## src/hw/rtl/s2a_pkg.sv

```systemverilog
`timescale 1ns / 1ps
// Package for the scan code to ASCII translator with character FIFO.
// Holds the set-1 scan code constants and the unshifted and shifted key maps.
// No dependencies.

package s2a_pkg;

    // Set-1 scan codes that get special handling.
    localparam logic [7:0] ScLshift   = 8'h2A;
    localparam logic [7:0] ScRshift   = 8'h36;
    localparam logic [7:0] ScCaps     = 8'h3A;
    localparam logic [7:0] ScFkeyLo   = 8'h3B;
    localparam logic [7:0] ScFkeyHi   = 8'h44;
    localparam logic [7:0] ScBreak    = 8'h80;
    localparam logic [7:0] ScCapsBrk  = ScCaps | ScBreak;
    localparam logic [7:0] ScLshBrk   = ScLshift | ScBreak;
    localparam logic [7:0] ScRshBrk   = ScRshift | ScBreak;

    // Letter key ranges, where caps lock flips the shift sense.
    localparam logic [6:0] LetRow1Lo  = 7'h10;
    localparam logic [6:0] LetRow1Hi  = 7'h19;
    localparam logic [6:0] LetRow2Lo  = 7'h1E;
    localparam logic [6:0] LetRow2Hi  = 7'h26;
    localparam logic [6:0] LetRow3Lo  = 7'h2C;
    localparam logic [6:0] LetRow3Hi  = 7'h32;

    // Request kinds carried on the input tuser bit.
    localparam logic KindScan = 1'b0;
    localparam logic KindRead = 1'b1;

    function automatic logic is_letter(input logic [6:0] code);
        is_letter = (code >= LetRow1Lo && code <= LetRow1Hi) ||
                    (code >= LetRow2Lo && code <= LetRow2Hi) ||
                    (code >= LetRow3Lo && code <= LetRow3Hi);
    endfunction

    // Unshifted key map. Codes past the space bar map to zero.
    function automatic logic [7:0] plain_char(input logic [6:0] code);
        logic [7:0] ch;
        case (code)
            7'h01: ch = 8'h1B;  7'h02: ch = "1";    7'h03: ch = "2";    7'h04: ch = "3";
            7'h05: ch = "4";    7'h06: ch = "5";    7'h07: ch = "6";    7'h08: ch = "7";
            7'h09: ch = "8";    7'h0A: ch = "9";    7'h0B: ch = "0";    7'h0C: ch = "-";
            7'h0D: ch = "=";    7'h0E: ch = 8'h08;  7'h0F: ch = 8'h09;  7'h10: ch = "q";
            7'h11: ch = "w";    7'h12: ch = "e";    7'h13: ch = "r";    7'h14: ch = "t";
            7'h15: ch = "y";    7'h16: ch = "u";    7'h17: ch = "i";    7'h18: ch = "o";
            7'h19: ch = "p";    7'h1A: ch = "[";    7'h1B: ch = "]";    7'h1C: ch = 8'h0D;
            7'h1E: ch = "a";    7'h1F: ch = "s";    7'h20: ch = "d";    7'h21: ch = "f";
            7'h22: ch = "g";    7'h23: ch = "h";    7'h24: ch = "j";    7'h25: ch = "k";
            7'h26: ch = "l";    7'h27: ch = ";";    7'h2C: ch = "z";    7'h2D: ch = "x";
            7'h2E: ch = "c";    7'h2F: ch = "v";    7'h30: ch = "b";    7'h31: ch = "n";
            7'h32: ch = "m";    7'h33: ch = ",";    7'h34: ch = ".";    7'h35: ch = "/";
            7'h37: ch = "*";    7'h39: ch = " ";
            default: ch = 8'h00;
        endcase
        plain_char = ch;
    endfunction

    // Shifted key map.
    function automatic logic [7:0] upper_char(input logic [6:0] code);
        logic [7:0] ch;
        case (code)
            7'h01: ch = 8'h1B;  7'h02: ch = "!";    7'h03: ch = "@";    7'h04: ch = "#";
            7'h05: ch = "$";    7'h06: ch = "%";    7'h07: ch = "^";    7'h08: ch = "&";
            7'h09: ch = "*";    7'h0A: ch = "(";    7'h0B: ch = ")";    7'h0C: ch = "_";
            7'h0D: ch = "+";    7'h0E: ch = 8'h08;  7'h0F: ch = 8'h09;  7'h10: ch = "Q";
            7'h11: ch = "W";    7'h12: ch = "E";    7'h13: ch = "R";    7'h14: ch = "T";
            7'h15: ch = "Y";    7'h16: ch = "U";    7'h17: ch = "I";    7'h18: ch = "O";
            7'h19: ch = "P";    7'h1A: ch = "{";    7'h1B: ch = "}";    7'h1C: ch = 8'h0D;
            7'h1E: ch = "A";    7'h1F: ch = "S";    7'h20: ch = "D";    7'h21: ch = "F";
            7'h22: ch = "G";    7'h23: ch = "H";    7'h24: ch = "J";    7'h25: ch = "K";
            7'h26: ch = "L";    7'h27: ch = ":";    7'h29: ch = "~";    7'h2B: ch = "|";
            7'h2C: ch = "Z";    7'h2D: ch = "X";    7'h2E: ch = "C";    7'h2F: ch = "V";
            7'h30: ch = "B";    7'h31: ch = "N";    7'h32: ch = "M";    7'h33: ch = "<";
            7'h34: ch = ">";    7'h35: ch = "?";    7'h37: ch = "*";    7'h39: ch = " ";
            default: ch = 8'h00;
        endcase
        upper_char = ch;
    endfunction

endpackage

```

## src/hw/rtl/scancode_to_ascii_fifo_core.sv

```systemverilog
`timescale 1ns / 1ps
// A request passes two register stages (input register, result register) on its way to
// the output port.
// Throughput: one request per cycle while results are taken; the FIFO update and key map
// lookup fit between the two registers, and the FIFO memory has one port of each kind.
// Reset (synchronous, active low) empties the FIFO, clears shift and caps lock state and
// drops any request in flight. The character memory itself is not cleared.
//
// File contents: top level of the scan code to ASCII translator. Depends on s2a_pkg.

module scancode_to_ascii_fifo_core
    import s2a_pkg::*;
#(
    parameter int FIFO_DEPTH    = 64,
    parameter int TABLE_ENTRIES = 64
) (
    input  logic        i_clk,
    input  logic        i_rst_n,

    // Input stream. One request per transfer.
    input  logic        i_s_axis_tvalid,
    output logic        o_s_axis_tready,
    input  logic [7:0]  i_s_axis_tdata,   // [7:0] scan_byte
    input  logic        i_s_axis_tuser,   // [0] kind: 0 scan byte, 1 read one character

    // Result stream. One result per request.
    output logic        o_m_axis_tvalid,
    input  logic        i_m_axis_tready,
    output logic [15:0] o_m_axis_tdata    // [6:0] char_out, [7] char_valid, [8] read_empty,
                                          // [9] enqueued, [10] dropped_full,
                                          // [11] shift_active, [12] caps_active, [15:13] zero
);

    // Pointer and fill count widths follow the FIFO depth; a depth that is not a
    // power of two wraps the pointers by compare.
    localparam int         PtrW     = (FIFO_DEPTH > 1) ? $clog2(FIFO_DEPTH) : 1;
    localparam int         CntW     = $clog2(FIFO_DEPTH + 1);
    localparam logic [PtrW-1:0] PtrLast  = PtrW'(FIFO_DEPTH - 1);
    localparam logic [CntW-1:0] CntFull  = CntW'(FIFO_DEPTH);
    localparam logic [7:0] TblLimit = 8'(TABLE_ENTRIES);

    // ------------------------------------------------------------------
    // Input register. The stage moves forward whenever the result register
    // is empty or its contents are being taken this cycle, so a new request
    // is accepted every cycle while the downstream side keeps up.
    // ------------------------------------------------------------------
    logic        r_in_valid;
    logic        r_kind;
    logic [7:0]  r_scan;
    logic        advance;
    logic        in_fire;

    logic        r_out_valid;

    assign advance         = r_in_valid && (!r_out_valid || i_m_axis_tready);
    assign o_s_axis_tready = !r_in_valid || advance;
    assign in_fire         = i_s_axis_tvalid && o_s_axis_tready;

    always_ff @(posedge i_clk) begin
        if (!i_rst_n) begin
            r_in_valid <= 1'b0;
        end else if (o_s_axis_tready) begin
            r_in_valid <= i_s_axis_tvalid;
        end
    end

    always_ff @(posedge i_clk) begin
        if (in_fire) begin
            r_kind <= i_s_axis_tuser;
            r_scan <= i_s_axis_tdata;
        end
    end

    // ------------------------------------------------------------------
    // Keyboard and FIFO state.
    // ------------------------------------------------------------------
    logic [PtrW-1:0] r_rd_ptr, n_rd_ptr;
    logic [PtrW-1:0] r_wr_ptr, n_wr_ptr;
    logic [CntW-1:0] r_fill,   n_fill;
    logic [1:0]      r_shift_cnt, n_shift_cnt;
    logic            r_shift_flag, n_shift_flag;
    logic            r_caps_flag,  n_caps_flag;

    logic            push;       // store a translated character
    logic            pop;        // read the oldest character
    logic            read_empty;
    logic            dropped;
    logic            use_upper;
    logic [6:0]      ch_new;
    logic            fifo_full;
    logic            fifo_empty;

    assign fifo_full  = (r_fill == CntFull);
    assign fifo_empty = (r_fill == '0);

    // Translation of a make code. Letters use shift XOR caps; everything else
    // uses shift alone. Codes at or beyond the table length give zero.
    always_comb begin
        logic [7:0] ch_plain;
        logic [7:0] ch_upper;
        ch_plain  = plain_char(r_scan[6:0]);
        ch_upper  = upper_char(r_scan[6:0]);
        use_upper = is_letter(r_scan[6:0]) ? (r_shift_flag ^ r_caps_flag) : r_shift_flag;
        if (r_scan >= TblLimit) begin
            ch_new = '0;
        end else if (use_upper) begin
            ch_new = ch_upper[6:0];
        end else begin
            ch_new = ch_plain[6:0];
        end
    end

    // Request decode and next state.
    always_comb begin
        logic want_push;
        want_push    = 1'b0;
        pop          = 1'b0;
        read_empty   = 1'b0;
        n_shift_cnt  = r_shift_cnt;
        n_shift_flag = r_shift_flag;
        n_caps_flag  = r_caps_flag;

        if (r_kind == KindRead) begin
            pop        = !fifo_empty;
            read_empty = fifo_empty;
        end else begin
            unique case (r_scan) inside
                [ScFkeyLo:ScFkeyHi]: begin
                    // Function key makes produce nothing.
                end
                ScCaps: begin
                    n_caps_flag = !r_caps_flag;
                end
                ScCapsBrk: begin
                end
                ScLshift, ScRshift: begin
                    if (r_shift_cnt != 2'd3) begin
                        n_shift_cnt = r_shift_cnt + 2'd1;
                    end
                    n_shift_flag = 1'b1;
                end
                ScLshBrk, ScRshBrk: begin
                    if (r_shift_cnt != 2'd0) begin
                        n_shift_cnt = r_shift_cnt - 2'd1;
                    end
                    n_shift_flag = (n_shift_cnt != 2'd0);
                end
                default: begin
                    // Remaining break codes are ignored; make codes translate.
                    want_push = ((r_scan & ScBreak) == 8'h00);
                end
            endcase
        end

        push    = want_push && !fifo_full;
        dropped = want_push && fifo_full;

        n_rd_ptr = r_rd_ptr;
        n_wr_ptr = r_wr_ptr;
        n_fill   = r_fill;
        if (pop) begin
            n_rd_ptr = (r_rd_ptr == PtrLast) ? '0 : r_rd_ptr + 1'b1;
            n_fill   = r_fill - 1'b1;
        end
        if (push) begin
            n_wr_ptr = (r_wr_ptr == PtrLast) ? '0 : r_wr_ptr + 1'b1;
            n_fill   = r_fill + 1'b1;
        end
    end

    always_ff @(posedge i_clk) begin
        if (!i_rst_n) begin
            r_rd_ptr     <= '0;
            r_wr_ptr     <= '0;
            r_fill       <= '0;
            r_shift_cnt  <= '0;
            r_shift_flag <= 1'b0;
            r_caps_flag  <= 1'b0;
        end else if (advance) begin
            r_rd_ptr     <= n_rd_ptr;
            r_wr_ptr     <= n_wr_ptr;
            r_fill       <= n_fill;
            r_shift_cnt  <= n_shift_cnt;
            r_shift_flag <= n_shift_flag;
            r_caps_flag  <= n_caps_flag;
        end
    end

    // ------------------------------------------------------------------
    // Character memory. One write port, one registered read port. The read
    // data register doubles as the char_out field of the result register and
    // holds zero for every result that is not a successful read.
    // ------------------------------------------------------------------
    logic [6:0] mem_chars [FIFO_DEPTH];
    logic [6:0] r_rd_q;

    always_ff @(posedge i_clk) begin
        if (advance && push) begin
            mem_chars[r_wr_ptr] <= ch_new;
        end
    end

    always_ff @(posedge i_clk) begin
        if (advance) begin
            if (pop) begin
                r_rd_q <= mem_chars[r_rd_ptr];
            end else begin
                r_rd_q <= '0;
            end
        end
    end

    // ------------------------------------------------------------------
    // Result register.
    // ------------------------------------------------------------------
    logic r_char_valid;
    logic r_read_empty;
    logic r_enqueued;
    logic r_dropped;
    logic r_shift_act;
    logic r_caps_act;

    always_ff @(posedge i_clk) begin
        if (!i_rst_n) begin
            r_out_valid <= 1'b0;
        end else if (advance) begin
            r_out_valid <= 1'b1;
        end else if (i_m_axis_tready) begin
            r_out_valid <= 1'b0;
        end
    end

    always_ff @(posedge i_clk) begin
        if (advance) begin
            r_char_valid <= pop;
            r_read_empty <= read_empty;
            r_enqueued   <= push;
            r_dropped    <= dropped;
            r_shift_act  <= n_shift_flag;
            r_caps_act   <= n_caps_flag;
        end
    end

    assign o_m_axis_tvalid = r_out_valid;
    assign o_m_axis_tdata  = {3'b000, r_caps_act, r_shift_act, r_dropped, r_enqueued,
                              r_read_empty, r_char_valid, r_rd_q};

    // ------------------------------------------------------------------
    // Assertions.
    // ------------------------------------------------------------------
    a_fill_bound: assert property (@(posedge i_clk) disable iff (!i_rst_n)
        r_fill <= CntFull)
        else $error("FIFO fill count exceeds depth");

    a_shift_flag_tracks_count: assert property (@(posedge i_clk) disable iff (!i_rst_n)
        r_shift_flag == (r_shift_cnt != 2'd0))
        else $error("shift flag disagrees with shift count");

    a_push_grows_fill: assert property (@(posedge i_clk) disable iff (!i_rst_n)
        advance && push |=> r_fill == $past(r_fill) + 1'b1)
        else $error("stored character did not raise the fill count");

    a_pop_shrinks_fill: assert property (@(posedge i_clk) disable iff (!i_rst_n)
        advance && pop |=> r_fill == $past(r_fill) - 1'b1)
        else $error("read character did not lower the fill count");

    a_result_flags_exclusive: assert property (@(posedge i_clk) disable iff (!i_rst_n)
        r_out_valid |-> $countones({r_char_valid, r_read_empty, r_enqueued, r_dropped}) <= 1)
        else $error("result carries more than one outcome flag");

    a_empty_read_no_char: assert property (@(posedge i_clk) disable iff (!i_rst_n)
        r_out_valid && !r_char_valid |-> r_rd_q == '0)
        else $error("character present on a result that is not a successful read");

endmodule
```

## config.mk

```make
export PLATFORM = sky130hd
export DESIGN_NAME = scancode_to_ascii_fifo_core
export DESIGN_NICKNAME = d
export VERILOG_FILES = /design/src/hw/rtl/s2a_pkg.sv /design/src/hw/rtl/scancode_to_ascii_fifo_core.sv
export SDC_FILE = /design/constraint.sdc
export NUM_CORES = 1
export LEC_CHECK = 0
export BUFFER_PORTS_ARGS = -buffer_cell sky130_fd_sc_hd__buf_2
export CAP_MARGIN = 15
export CORE_UTILIZATION = 41
export DETAILED_ROUTE_END_ITERATION = 7
export PLACE_DENSITY = 0.57
export SYNTH_ARGS = -nofsm -noshare
export SYNTH_HDL_FRONTEND = slang
export SYNTH_SLANG_ARGS = --single-unit
```

## constraint.sdc

```tcl
create_clock -name i_clk -period 6.2 [get_ports i_clk]
set_clock_uncertainty 0.15 [all_clocks]
set_input_delay 0.62 -clock i_clk [delete_from_list [all_inputs] [get_ports i_clk]]
set_output_delay 0.62 -clock i_clk [all_outputs]
set_load 0.05 [all_outputs]
```

==> impl_results.md <==
* Outcome: finished clean
* Worst reg-to-reg path cell count at 6
* Die W at 230 um
* Clock Latency Late Sink at 0.60 ns
* Total Routing Usage GR at 0.181
* Syn Std Cell Area at 21,400 um^2
* Hold Vio Cnt, Final at 0
* Die Y at 230 um
* Max FO, Critical Path at 9
* Fraction of the yosys area taken by sequential cells at 0.697
* Total negative slack at 0 ns
* Via count at 10,998
* Antenna-violating nets left at 0
* # IOs at 31
* Pre-Repair DR Iteration Count at 5
* Critical Path RT at 6.27 ns
* Fill count at 4,328
* Yosys top cell area share at 0.660
* HPWL Detailed at 29,700 um
* Final Cycle Share at 0.656
* Cells after DPL at 1,853
* CTS tree: built
* RSZ-0062 raised after global routing: no
* Final Power at 7.44 mW
* Fin crit period at 4.07 ns
* Fmax at 0.246 GHz
* Asr flop ratio synth at 0
* Drt total wl at 46,900 um
* Antenna cell count at 0
* Area growth, synth to finish at 11.6%
* Max-slew violations at 0
* Finished Layout Cells at 1,945
* Post-synth top area cell: edfxtp_1
* Htree depth at 2
* Nets at 1,263
* Port bufs at 27
* Share of layout cells above drive strength 1 at 0.213
* Power Density at 312 nW/um^2
* Critical path data arrival time at 4.13 ns
* Avg Vias per Cell at 5.65
* Clk sinks at 509
* Worst hold path class: input port to flop
* Largest net degree at the start of global routing at 52
* Worst vdd ir at 0.000235 V
* Yosys reg bits at 509
* Setup Viol. Count Final at 0
* Ranking of synthesized cells by area: edfxtp_1 66%, mux4_2 14%, dfxtp_1 3.7%
* First-pass GRT wire length at 71,700 um
* CTS resizes at 0
* Overflow after GRT at 0
* Synth Instances at 1,216
* Worst hold path depth at 1
* Synth Area per Inst at 17.6 um^2
* Main synth FF type: edfxtp_1
* Vias in the first global route at 11,090
* Site row count at 83
* Initial antenna violation count at 0
* Worst-margin pin slew at 1.22 ns
* Worst relative slew slack at 0.187
* Post-synth cell types at 74
* Clock root cell: clkbuf_16
* Die area at 53,000 um^2
* GPL Wtd Cong at 0.852
* Critical Path Sink Type: flop
* # hold bufs at CTS at 0
* Setup Buffers After CTS at 0
* Core area at 51,400 um^2
* Post-synth EDFFs at 470
* Initial DRC count at 1,036
* Yosys warning count at 0
* Initial Util at 0.416
* Cts bufs inserted at 50
* Leak at 7.81 nW
* Startpoint Class: flop
* Clock transition at path regs at 0.06 ns
* Crit Path Class: flop to flop
* Clock Path Buffers at 3
* Max-cap viol count at 0
* Routed WL per cell at 24.1 um
* Residual DRC count at 0
==> final timing paths <==
kind,startpoint,to,slack [ns]
max,r_scan[7]$_DFFE_PP_,mem_chars[57][6]$_DFFE_PP_,2.13
min,i_s_axis_tdata[7],r_scan[7]$_DFFE_PP_,0.06
max reg2reg,r_scan[7]$_DFFE_PP_,mem_chars[57][6]$_DFFE_PP_,2.13
min reg2reg,r_fill[4]$_SDFFE_PN0P_,r_fill[4]$_SDFFE_PN0P_,0.33
==> cell usage after synthesis (10+ instances only) <==
cell type,n
nor2_1,113
nand2_1,42
edfxtp_1,470
inv_1,13
o211ai_1,18
nand3_1,12
buf_2,31
mux2i_1,31
o21ai_0,26
ha_1,24
dfxtp_1,39
clkbuf_1,40
mux4_2,133
buf_4,10
a21oi_1,34
o22ai_1,13
nand2b_1,13
==> metrics by stage <==
| step | cell area (um^2) | setup WS, ns | hold slack [ns] | utilization |
|---|---|---|---|---|
| 2_1_floorplan | 21400 | 2.26 | 0.306 | - |
| 5_1_grt | 23900 | 1.90 | 0.0464 | 0.464 |
| 6_report | 23900 | 2.13 | 0.0640 | 0.464 |
| 3_3_place_gp | 22100 | 2.19 | 0.333 | 0.431 |
| 4_1_cts | 23900 | 2.09 | 0.0373 | 0.464 |
| 3_5_place_dp | 22100 | 2.11 | 0.329 | 0.431 |
==> metal layers <==
metal,track usage,wire (um),part of all wire
met5,0,0,0
met4,0.0430,848,0.018
met3,0.0353,2840,0.060
met2,0.280,21700,0.46
met1,0.266,21600,0.46
==> placed cells by master (no fill, tap or decap), types with 10 or more instances in the layout <==
| cell type | count |
|---|---|
| o211ai_1 | 18 |
| clkinv_1 | 10 |
| o21ai_0 | 26 |
| clkbuf_16 | 51 |
| nand3_1 | 12 |
| buf_2 | 27 |
| nand2_1 | 42 |
| inv_1 | 13 |
| edfxtp_1 | 470 |
| mux2i_1 | 31 |
| buf_4 | 13 |
| ha_1 | 24 |
| clkbuf_1 | 12 |
| o22ai_1 | 13 |
| a21oi_1 | 34 |
| mux4_2 | 133 |
| dfxtp_1 | 36 |
| nor2_1 | 106 |
| nand2b_1 | 13 |
==> state kept, by name, summed over array words and instances, names as in the netlist, 2 cells and up, named ones only <==
signal and flops:
mem_chars 448, r_fill 7, r_rd_ptr 6, r_rd_q 7
r_scan 8, r_shift_cnt 2, r_wr_ptr 6
==> power by group <==
part / switching, mW / internal (mW) / total, mW
Clock: 1.28 / 1.88 / 3.16
Combinational: 0.289 / 0.153 / 0.442
Sequential: 0.0352 / 3.80 / 3.84
==> worst max-delay path, stage by stage, from the launching register on <==
cell and delay, ns:
edfxtp_1 0.39, or2_1 0.58, o32ai_1 0.27, a211oi_4 0.55, nand3_2 0.24, or4b_1 0.86
nor2_1 0.66
==> area by class of cell <==
cell class / instances / area, um^2 / share of cell area
sequential: 509 / 14900 / 0.625
multi-input combinational: 606 / 6070 / 0.255
clock buffer: 66 / 1360 / 0.0571
tap: 680 / 851 / 0.0357
clock inverter: 26 / 348 / 0.0146
timing repair buffer: 41 / 253 / 0.0106
inverter: 17 / 63.8 / 0.00267
==> logic make-up after synthesis <==
kind of cell,share of synthesized area
buffers and inverters,0.0217
XOR/XNOR,0.00615
adder cells (fa/ha/maj),0.0150
AO/OA/AOI/OAI,0.0495
other,0.000175
flip-flops,0.697
AND/OR/NAND/NOR,0.0553
multiplexers,0.155
(Power assumes the default switching activity.)
